[src/sync_length_crc16_frame_builder_defines.svh]
// Assertion macros shared by the frame builder RTL.
`ifndef SYNC_LENGTH_CRC16_FRAME_BUILDER_DEFINES_SVH
`define SYNC_LENGTH_CRC16_FRAME_BUILDER_DEFINES_SVH

// Same-cycle implication, disabled while reset is asserted.
`define SLCF_ASSERT_IMP(label, clk, rst_n, ante, cons) \
  label: assert property (@(posedge clk) disable iff (!rst_n) (ante) |-> (cons)) \
    else $error("slcf: same-cycle check failed");

// Next-cycle implication, disabled while reset is asserted.
`define SLCF_ASSERT_NXT(label, clk, rst_n, ante, cons) \
  label: assert property (@(posedge clk) disable iff (!rst_n) (ante) |=> (cons)) \
    else $error("slcf: next-cycle check failed");

`endif

[src/slcf_pkg.sv]
package slcf_pkg;

  localparam logic [7:0]  SYNC_BYTE   = 8'hAA;
  localparam logic [15:0] CRC_INIT    = 16'hFFFF;
  localparam logic [15:0] CRC_POLY    = 16'hA001;
  localparam logic [7:0]  LEN_EXTRA   = 8'd3;
  localparam logic [7:0]  MAX_PAYLOAD = 8'd252;

  // Output sequence of one transaction's results
  typedef enum logic [2:0] {
    PH_SYNC,
    PH_LEN,
    PH_DATA,
    PH_CRC_LO,
    PH_CRC_HI
  } phase_t;

  // Work handed from the CRC stage to the emitter
  typedef struct packed {
    logic [7:0]  data;
    logic [7:0]  len_code;
    logic [15:0] crc;
    logic        hdr;
    logic        trl;
  } item_t;

  // CRC-16/MODBUS update by one byte, LSB first
  function automatic logic [15:0] crc_byte(input logic [15:0] crc, input logic [7:0] b);
    logic [15:0] c;
    c = crc ^ {8'h00, b};
    for (int i = 0; i < 8; i++) begin
      c = c[0] ? ((c >> 1) ^ CRC_POLY) : (c >> 1);
    end
    return c;
  endfunction

endpackage

[src/slcf_if.sv]
interface slcf_in_if import slcf_pkg::*; ();
  logic       valid;
  logic       ready;
  logic [7:0] payload_byte;
  logic [7:0] payload_length;

  modport source (output valid, output payload_byte, output payload_length, input ready);
  modport sink   (input valid, input payload_byte, input payload_length, output ready);
endinterface

interface slcf_out_if import slcf_pkg::*; ();
  logic       valid;
  logic       ready;
  logic [7:0] frame_byte;
  logic       frame_end;

  modport source (output valid, output frame_byte, output frame_end, input ready);
  modport sink   (input valid, input frame_byte, input frame_end, output ready);
endinterface

[src/slcf_emit.sv]
`include "sync_length_crc16_frame_builder_defines.svh"

module slcf_emit import slcf_pkg::*; (
  input  logic              clk,
  input  logic              rst_n,
  input  logic              item_valid,
  input  item_t             item,
  output logic              can_take,
  slcf_out_if.source        out_ch
);

  item_t      pend_r;
  logic       pend_valid_r;
  phase_t     phase_r;
  phase_t     phase_nxt;
  logic       out_valid_r;
  logic [7:0] out_byte_r;
  logic       out_end_r;

  logic       out_load;
  logic       pend_done;
  logic [7:0] cur_byte;
  logic       cur_last;

  assign out_load  = pend_valid_r && (!out_valid_r || out_ch.ready);
  assign pend_done = out_load && cur_last;
  assign can_take  = !pend_valid_r || pend_done;

  always_comb begin
    cur_byte  = pend_r.data;
    cur_last  = 1'b0;
    phase_nxt = phase_r;
    unique case (phase_r)
      PH_SYNC: begin
        cur_byte  = SYNC_BYTE;
        phase_nxt = PH_LEN;
      end
      PH_LEN: begin
        cur_byte  = pend_r.len_code;
        phase_nxt = PH_DATA;
      end
      PH_DATA: begin
        cur_byte  = pend_r.data;
        cur_last  = !pend_r.trl;
        phase_nxt = PH_CRC_LO;
      end
      PH_CRC_LO: begin
        cur_byte  = pend_r.crc[7:0];
        phase_nxt = PH_CRC_HI;
      end
      PH_CRC_HI: begin
        cur_byte  = pend_r.crc[15:8];
        cur_last  = 1'b1;
      end
      default: begin
        cur_last  = 1'b1;
      end
    endcase
  end

  always_ff @(posedge clk) begin
    if (!rst_n) begin
      pend_valid_r <= 1'b0;
      phase_r      <= PH_SYNC;
    end else if (item_valid) begin
      pend_valid_r <= 1'b1;
      phase_r      <= item.hdr ? PH_SYNC : PH_DATA;
    end else if (pend_done) begin
      pend_valid_r <= 1'b0;
    end else if (out_load) begin
      phase_r <= phase_nxt;
    end
  end

  always_ff @(posedge clk) begin
    if (item_valid) begin
      pend_r <= item;
    end
  end

  always_ff @(posedge clk) begin
    if (!rst_n) begin
      out_valid_r <= 1'b0;
    end else if (out_load) begin
      out_valid_r <= 1'b1;
    end else if (out_ch.ready) begin
      out_valid_r <= 1'b0;
    end
  end

  always_ff @(posedge clk) begin
    if (out_load) begin
      out_byte_r <= cur_byte;
      out_end_r  <= (phase_r == PH_CRC_HI);
    end
  end

  assign out_ch.valid      = out_valid_r;
  assign out_ch.frame_byte = out_byte_r;
  assign out_ch.frame_end  = out_end_r;

  `SLCF_ASSERT_IMP(a_no_overrun, clk, rst_n, item_valid, can_take)
  `SLCF_ASSERT_IMP(a_hdr_phases, clk, rst_n,
                   pend_valid_r && !pend_r.hdr, phase_r != PH_SYNC && phase_r != PH_LEN)
  `SLCF_ASSERT_IMP(a_trl_phases, clk, rst_n,
                   pend_valid_r && !pend_r.trl, phase_r != PH_CRC_LO && phase_r != PH_CRC_HI)

endmodule

[src/sync_length_crc16_frame_builder.sv]
// Length-prefixed frame builder with a CRC-16/MODBUS trailer.
// in_ch takes one payload byte per transaction with the payload length of its
// frame. out_ch gives the framed stream one byte per transaction: 0xAA, the
// length byte (length + 3), the payload, then CRC low and CRC high, with
// frame_end set on CRC high only. The CRC covers the length byte and payload.
// A frame longer than 252 bytes is consumed and gives nothing; a length of 0
// abandons any partial frame without a trailer.
// The first byte of an input transaction passes the emit slot and then the
// output register before it is offered on out_ch. Each input transaction is
// held in one emit slot and streamed out one byte per cycle unless out_ch
// stalls, so an input is taken every cycle while frames run mid-payload; the
// first byte of a frame emits sync, length and data, the last byte data, CRC
// low and CRC high (all five for a one-byte frame). The emit slot reloads in
// the same cycle as its last byte moves to the output register.
// Reset (rst_n low, synchronous) empties the slot and output register and
// returns the CRC to 0xFFFF and the byte count to 0.
// When the receiver stalls, the output register holds its byte, the slot
// fills, and in_ch.ready drops until the slot drains.
`include "sync_length_crc16_frame_builder_defines.svh"

module sync_length_crc16_frame_builder import slcf_pkg::*; (
  input  logic        clk,
  input  logic        rst_n,
  slcf_in_if.sink     in_ch,
  slcf_out_if.source  out_ch
);

  logic [15:0] running_crc_r;
  logic [15:0] running_crc_nxt;
  logic [7:0]  byte_position_r;
  logic [7:0]  byte_position_nxt;

  logic        in_fire;
  logic        can_take;
  logic        len_zero;
  logic        last;
  logic        over;
  logic        first;
  logic [7:0]  len_code;
  logic [15:0] crc_seed;
  logic [15:0] crc_new;
  logic        item_valid;
  item_t       item;

  assign in_fire  = in_ch.valid && in_ch.ready;
  assign len_zero = (in_ch.payload_length == 8'd0);
  assign over     = (in_ch.payload_length > MAX_PAYLOAD);
  assign first    = (byte_position_r == 8'd0);
  // frame ends once the count reaches or passes this byte's length
  assign last     = (({1'b0, byte_position_r} + 9'd1) >= {1'b0, in_ch.payload_length});
  assign len_code = in_ch.payload_length + LEN_EXTRA;

  // start a frame from the length byte's CRC, else carry on
  assign crc_seed = first ? crc_byte(CRC_INIT, len_code) : running_crc_r;
  assign crc_new  = crc_byte(crc_seed, in_ch.payload_byte);

  always_comb begin
    running_crc_nxt   = running_crc_r;
    byte_position_nxt = byte_position_r;
    if (len_zero || last) begin
      running_crc_nxt   = CRC_INIT;
      byte_position_nxt = 8'd0;
    end else begin
      byte_position_nxt = byte_position_r + 8'd1;
      if (!over) begin
        running_crc_nxt = crc_new;
      end
    end
  end

  always_ff @(posedge clk) begin
    if (!rst_n) begin
      running_crc_r   <= CRC_INIT;
      byte_position_r <= 8'd0;
    end else if (in_fire) begin
      running_crc_r   <= running_crc_nxt;
      byte_position_r <= byte_position_nxt;
    end
  end

  // dropped and zero-length transactions update state only
  assign item_valid    = in_fire && !len_zero && !over;
  assign item.data     = in_ch.payload_byte;
  assign item.len_code = len_code;
  assign item.crc      = crc_new;
  assign item.hdr      = first;
  assign item.trl      = last;

  assign in_ch.ready = can_take;

  slcf_emit u_emit (
    .clk        (clk),
    .rst_n      (rst_n),
    .item_valid (item_valid),
    .item       (item),
    .can_take   (can_take),
    .out_ch     (out_ch)
  );

  `SLCF_ASSERT_IMP(a_idle_crc, clk, rst_n,
                   byte_position_r == 8'd0, running_crc_r == CRC_INIT)
  `SLCF_ASSERT_IMP(a_pos_range, clk, rst_n, 1'b1, byte_position_r != 8'hFF)
  `SLCF_ASSERT_NXT(a_zero_len_clears, clk, rst_n,
                   in_fire && len_zero, byte_position_r == 8'd0)

endmodule
[src/flat_wrapper.sv]
// flat-port wrapper written by rule: the top's interface ports become plain ports
module sync_length_crc16_frame_builder_flat import slcf_pkg::*;
  (clk, rst_n, in_ch_valid, in_ch_payload_byte, in_ch_payload_length, in_ch_ready, out_ch_valid, out_ch_frame_byte, out_ch_frame_end, out_ch_ready);
  slcf_in_if in_ch_i ();
  slcf_out_if out_ch_i ();
  input  logic clk;
  input  logic rst_n;
  input wire logic [$bits(in_ch_i.valid)-1:0] in_ch_valid;
  input wire logic [$bits(in_ch_i.payload_byte)-1:0] in_ch_payload_byte;
  input wire logic [$bits(in_ch_i.payload_length)-1:0] in_ch_payload_length;
  output wire logic [$bits(in_ch_i.ready)-1:0] in_ch_ready;
  output wire logic [$bits(out_ch_i.valid)-1:0] out_ch_valid;
  output wire logic [$bits(out_ch_i.frame_byte)-1:0] out_ch_frame_byte;
  output wire logic [$bits(out_ch_i.frame_end)-1:0] out_ch_frame_end;
  input wire logic [$bits(out_ch_i.ready)-1:0] out_ch_ready;
  assign in_ch_i.valid = in_ch_valid;
  assign in_ch_i.payload_byte = in_ch_payload_byte;
  assign in_ch_i.payload_length = in_ch_payload_length;
  assign in_ch_ready = in_ch_i.ready;
  assign out_ch_valid = out_ch_i.valid;
  assign out_ch_frame_byte = out_ch_i.frame_byte;
  assign out_ch_frame_end = out_ch_i.frame_end;
  assign out_ch_i.ready = out_ch_ready;
  sync_length_crc16_frame_builder u_core (.clk(clk), .rst_n(rst_n), .in_ch(in_ch_i), .out_ch(out_ch_i));
endmodule
[config.mk]
export PLATFORM = sky130hd
export DESIGN_NAME = sync_length_crc16_frame_builder_flat
export DESIGN_NICKNAME = d
export VERILOG_FILES = /design/src/slcf_pkg.sv /design/src/slcf_if.sv /design/src/slcf_emit.sv /design/src/sync_length_crc16_frame_builder.sv /design/src/flat_wrapper.sv
export VERILOG_INCLUDE_DIRS = /design/src /design/src/src
export SDC_FILE = /design/constraint.sdc
export NUM_CORES = 1
export LEC_CHECK = 0
export ABC_AREA = 1
export BUFFER_PORTS_ARGS = -buffer_cell sky130_fd_sc_hd__buf_2
export CAP_MARGIN = 20
export CORE_ASPECT_RATIO = 1.25
export CORE_MARGIN = 3
export CORE_UTILIZATION = 65
export DETAILED_ROUTE_END_ITERATION = 12
export GPL_ROUTABILITY_DRIVEN = 0
export PLACE_DENSITY = 0.95
export REMOVE_ABC_BUFFERS = 1
export SLEW_MARGIN = 5
export SYNTH_ARGS = -nofsm -noshare
export SYNTH_HDL_FRONTEND = slang
export SYNTH_SLANG_ARGS = --single-unit
[constraint.sdc]
create_clock -name clk -period 6.35 [get_ports clk]
set_input_delay 0 -clock clk [delete_from_list [all_inputs] [get_ports clk]]
set_output_delay 0 -clock clk [all_outputs]
set_load 0.02 [all_outputs]
==> impl_metrics.tcl <==
set metrics [dict create \
    design.portCount 31 \
    hold_buffers 10 \
    grt_overflow_total 0 \
    clock_transition_at_the_registers_of_the_reported_paths_ns 0.08 \
    synthToLayoutAreaGrowth_pct 13.15 \
    synth_enable_flop_cells 42 \
    yosys_warnings 0 \
    placeableCoreArea_mm2 0.005630 \
    whs_ns 0.07976 \
    synth.area.top_cells "sky130_fd_sc_hd__edfxtp_1 32%, sky130_fd_sc_hd__dfxtp_1 15%, sky130_fd_sc_hd__nand2_1 11%" \
    cts.path.max_buffers 2 \
    report.final.setup_viol 0 \
    fp.dieArea_mm2 0.006971 \
    avgSynthCellArea_um2 8.369 \
    min-delay-path-class "input pin to flop" \
    cellPowerDensity_mw_per_mm2 289.3 \
    arrival_ns 4.00 \
    die_h_um 92.60 \
    final-max-slew-violation-count 0 \
    grt_use_total 0.3427 \
    vdd_drop_max_mv 0.1616 \
    tritoncts "done" \
    worst_pin_slew_ns 0.8534 \
    timing.critical_path.from_type "flop" \
    drtIter0Drc 477 \
    cts_setup_buffers 0 \
    route.detailed.drc 0 \
    design.final.nets 542 \
    vias 3716 \
    final-hold-violation-count 0 \
    post-route-min-period_ns 3.725 \
    tritoncts.num_buffers 9 \
    setup_tns_final_ns 0 \
    timing.final.ws_setup_ns 2.625 \
    rsz0062_at_grt "no" \
    placement.io_buffers 30 \
    std_cell_rows 30 \
    number_of_antenna_violations_at_the_first_check_in_global_routing 0 \
    clock-root-buffer "sky130_fd_sc_hd__clkbuf_8" \
    grt_start_max_net_pins 37 \
    max_slew_margin 0.4267 \
    synth_top_cell_by_area "sky130_fd_sc_hd__edfxtp_1" \
    place.detailed.hpwl_mm 6.872 \
    synth-seq-area-share 0.4722 \
    num_antenna_cells 0 \
    vias_in_the_first_global_route 3541 \
    clkLatencyLatePin_ns 0.36 \
    start_util 0.6927 \
    achievable-frequency_mhz 268.5 \
    skew_ns 0.01209 \
    htree_levels 3 \
    postRouteAntennaNets 0 \
    status "finished, final reports clean" \
    ys_top_cells_by_count "115 x sky130_fd_sc_hd__nand2_1, 60 x sky130_fd_sc_hd__inv_1, 46 x sky130_fd_sc_hd__nand3_1" \
    grt_pass1_wl_mm 17.79 \
    synth_seq_cells 71 \
    vias_per_cell 6.418 \
    synth_most_common_cell "sky130_fd_sc_hd__nand2_1" \
    synthDominantCellAreaShare 0.3234 \
    postSynth.topFlopCell "sky130_fd_sc_hd__edfxtp_1" \
    cell_area_after_technology_mapping_mm2 0.003900 \
    max_cap_violations 0 \
    pre_cts_slack_ns 3.038 \
    cts.repair.resized 0 \
    cts_num_sinks 71 \
    postRouteWirelength_mm 10.75 \
    stdcell_area_mm2 0.004413 \
    async_reset_ff_frac 0 \
    finalCritPeriodShare 0.5866 \
    setup.worst_path.end_class "flop" \
    synthDistinctLibCells 38 \
    crit_fanout 10 \
    drive_gt1_frac 0.1650 \
    firstDrtPassIters 6 \
    wl_per_cell_um 18.56 \
    place_area_mm2 0.004084 \
    syn-instance-count 466 \
    floorplan.die.width_um 75.28 \
    critPathRequiredTime_ns 6.63 \
    leak_nw 2.001 \
    worstSetupPathType "flop to flop" \
]
worst max-delay path, stage by stage, from the launching register on:
cell                       delay, ns
sky130_fd_sc_hd__dfxtp_1        0.42
sky130_fd_sc_hd__ha_1           0.22
sky130_fd_sc_hd__nand2_1        0.10
sky130_fd_sc_hd__inv_1          0.12
sky130_fd_sc_hd__nor2_1         0.07
sky130_fd_sc_hd__ha_1           0.32
sky130_fd_sc_hd__a21oi_1        0.24
sky130_fd_sc_hd__o211ai_1       0.17
sky130_fd_sc_hd__nand3_1        0.12
sky130_fd_sc_hd__nand2_1        0.08
sky130_fd_sc_hd__nand3_1        0.10
sky130_fd_sc_hd__nand2_1        0.08
sky130_fd_sc_hd__a21oi_1        0.12
sky130_fd_sc_hd__o21ai_1        0.10
sky130_fd_sc_hd__nor2_2         0.36
sky130_fd_sc_hd__nor2_1         0.18
sky130_fd_sc_hd__nor2_2         0.42
sky130_fd_sc_hd__inv_1          0.23
sky130_fd_sc_hd__o211ai_1       0.21
cell families after synthesis:
kind of cell               after synthesis  share of synthesized area
AOI/OAI and AO/OA                       58                    0.08823
xor gates and xnor gates                16                    0.03593
adders and majority gates               12                    0.03850
buffers and inverters                   75                    0.07892
DFF                                     71                     0.4722
and+or+nand+nor                        234                     0.2862
routing by layer:
layer  GRT usage  share of wire  up-vias
met5           0              0        -
met2      0.5310           0.47      334
met1      0.4238           0.34     1638
met3      0.1042           0.12       94
li1            -              -     1650
met4      0.1735          0.067        0
power breakdown:
part,internal [mW],switching (mW),total (mW),leakage [nW]
Sequential,0.549,0.0198,0.569,0.636
Combinational,0.0861,0.198,0.285,1.25
Clock,0.227,0.197,0.423,0.112
state kept, by name (all words and copies together) (netlist names):
name	count
u_core.u_emit.out_ch.valid	1
u_core.u_emit.pend_r	33
u_core.running_crc_r	16
u_core.byte_position_r	8
u_core.u_emit.phase_r	3
u_core.u_emit.out_ch.frame_byte	8
u_core.u_emit.out_ch.frame_end	1
u_core.u_emit.pend_valid_r	1
stage by stage:
stage	power, mW	instances	util
finish	1.277	579	0.7838
global route	1.326	579	0.7838
CTS	1.257	579	0.7838
detailed placement	0.8356	553	0.7253
global placement	0.8218	553	0.7253
floorplan	0.7566	458	-
cell usage in the layout (no fill, tap or decap), types with 14 or more instances in the layout:
master | Yosys | final
sky130_fd_sc_hd__a21oi_1 | 23 | 23
sky130_fd_sc_hd__buf_2 | 1 | 30
sky130_fd_sc_hd__dfxtp_1 | 29 | 29
sky130_fd_sc_hd__edfxtp_1 | 42 | 42
sky130_fd_sc_hd__inv_1 | 60 | 60
sky130_fd_sc_hd__nand2_1 | 115 | 115
sky130_fd_sc_hd__nand3_1 | 46 | 46
sky130_fd_sc_hd__nand4_1 | 14 | 14
sky130_fd_sc_hd__nor2_1 | 22 | 21
sky130_fd_sc_hd__o21ai_0 | 18 | 18
final timing paths:
kind | startpoint | endpoint | slack, ns | cells past startpoint
setup / recovery | u_core.byte_position_r[0] | u_core.running_crc_r[6] | 2.63 | 18
hold reg to reg | u_core.byte_position_r[6] | u_core.byte_position_r[6] | 0.47 | 2
hold / removal | in_ch_payload_length[6] | u_core.u_emit.pend_r[24] | 0.08 | 3
setup reg to reg | u_core.byte_position_r[0] | u_core.running_crc_r[6] | 2.63 | 18
area by class of cell:
cell class,count,area [um2]
multi-input combinational,320,1753
fill,332,1217
inverter,67,251.5
tap,64,80.08
clock buffer,9,123.9
clock inverter,7,105.1
timing repair buffer,41,257.7
sequential,71,1842
Note: power is estimated with default switching activity, not from simulation.
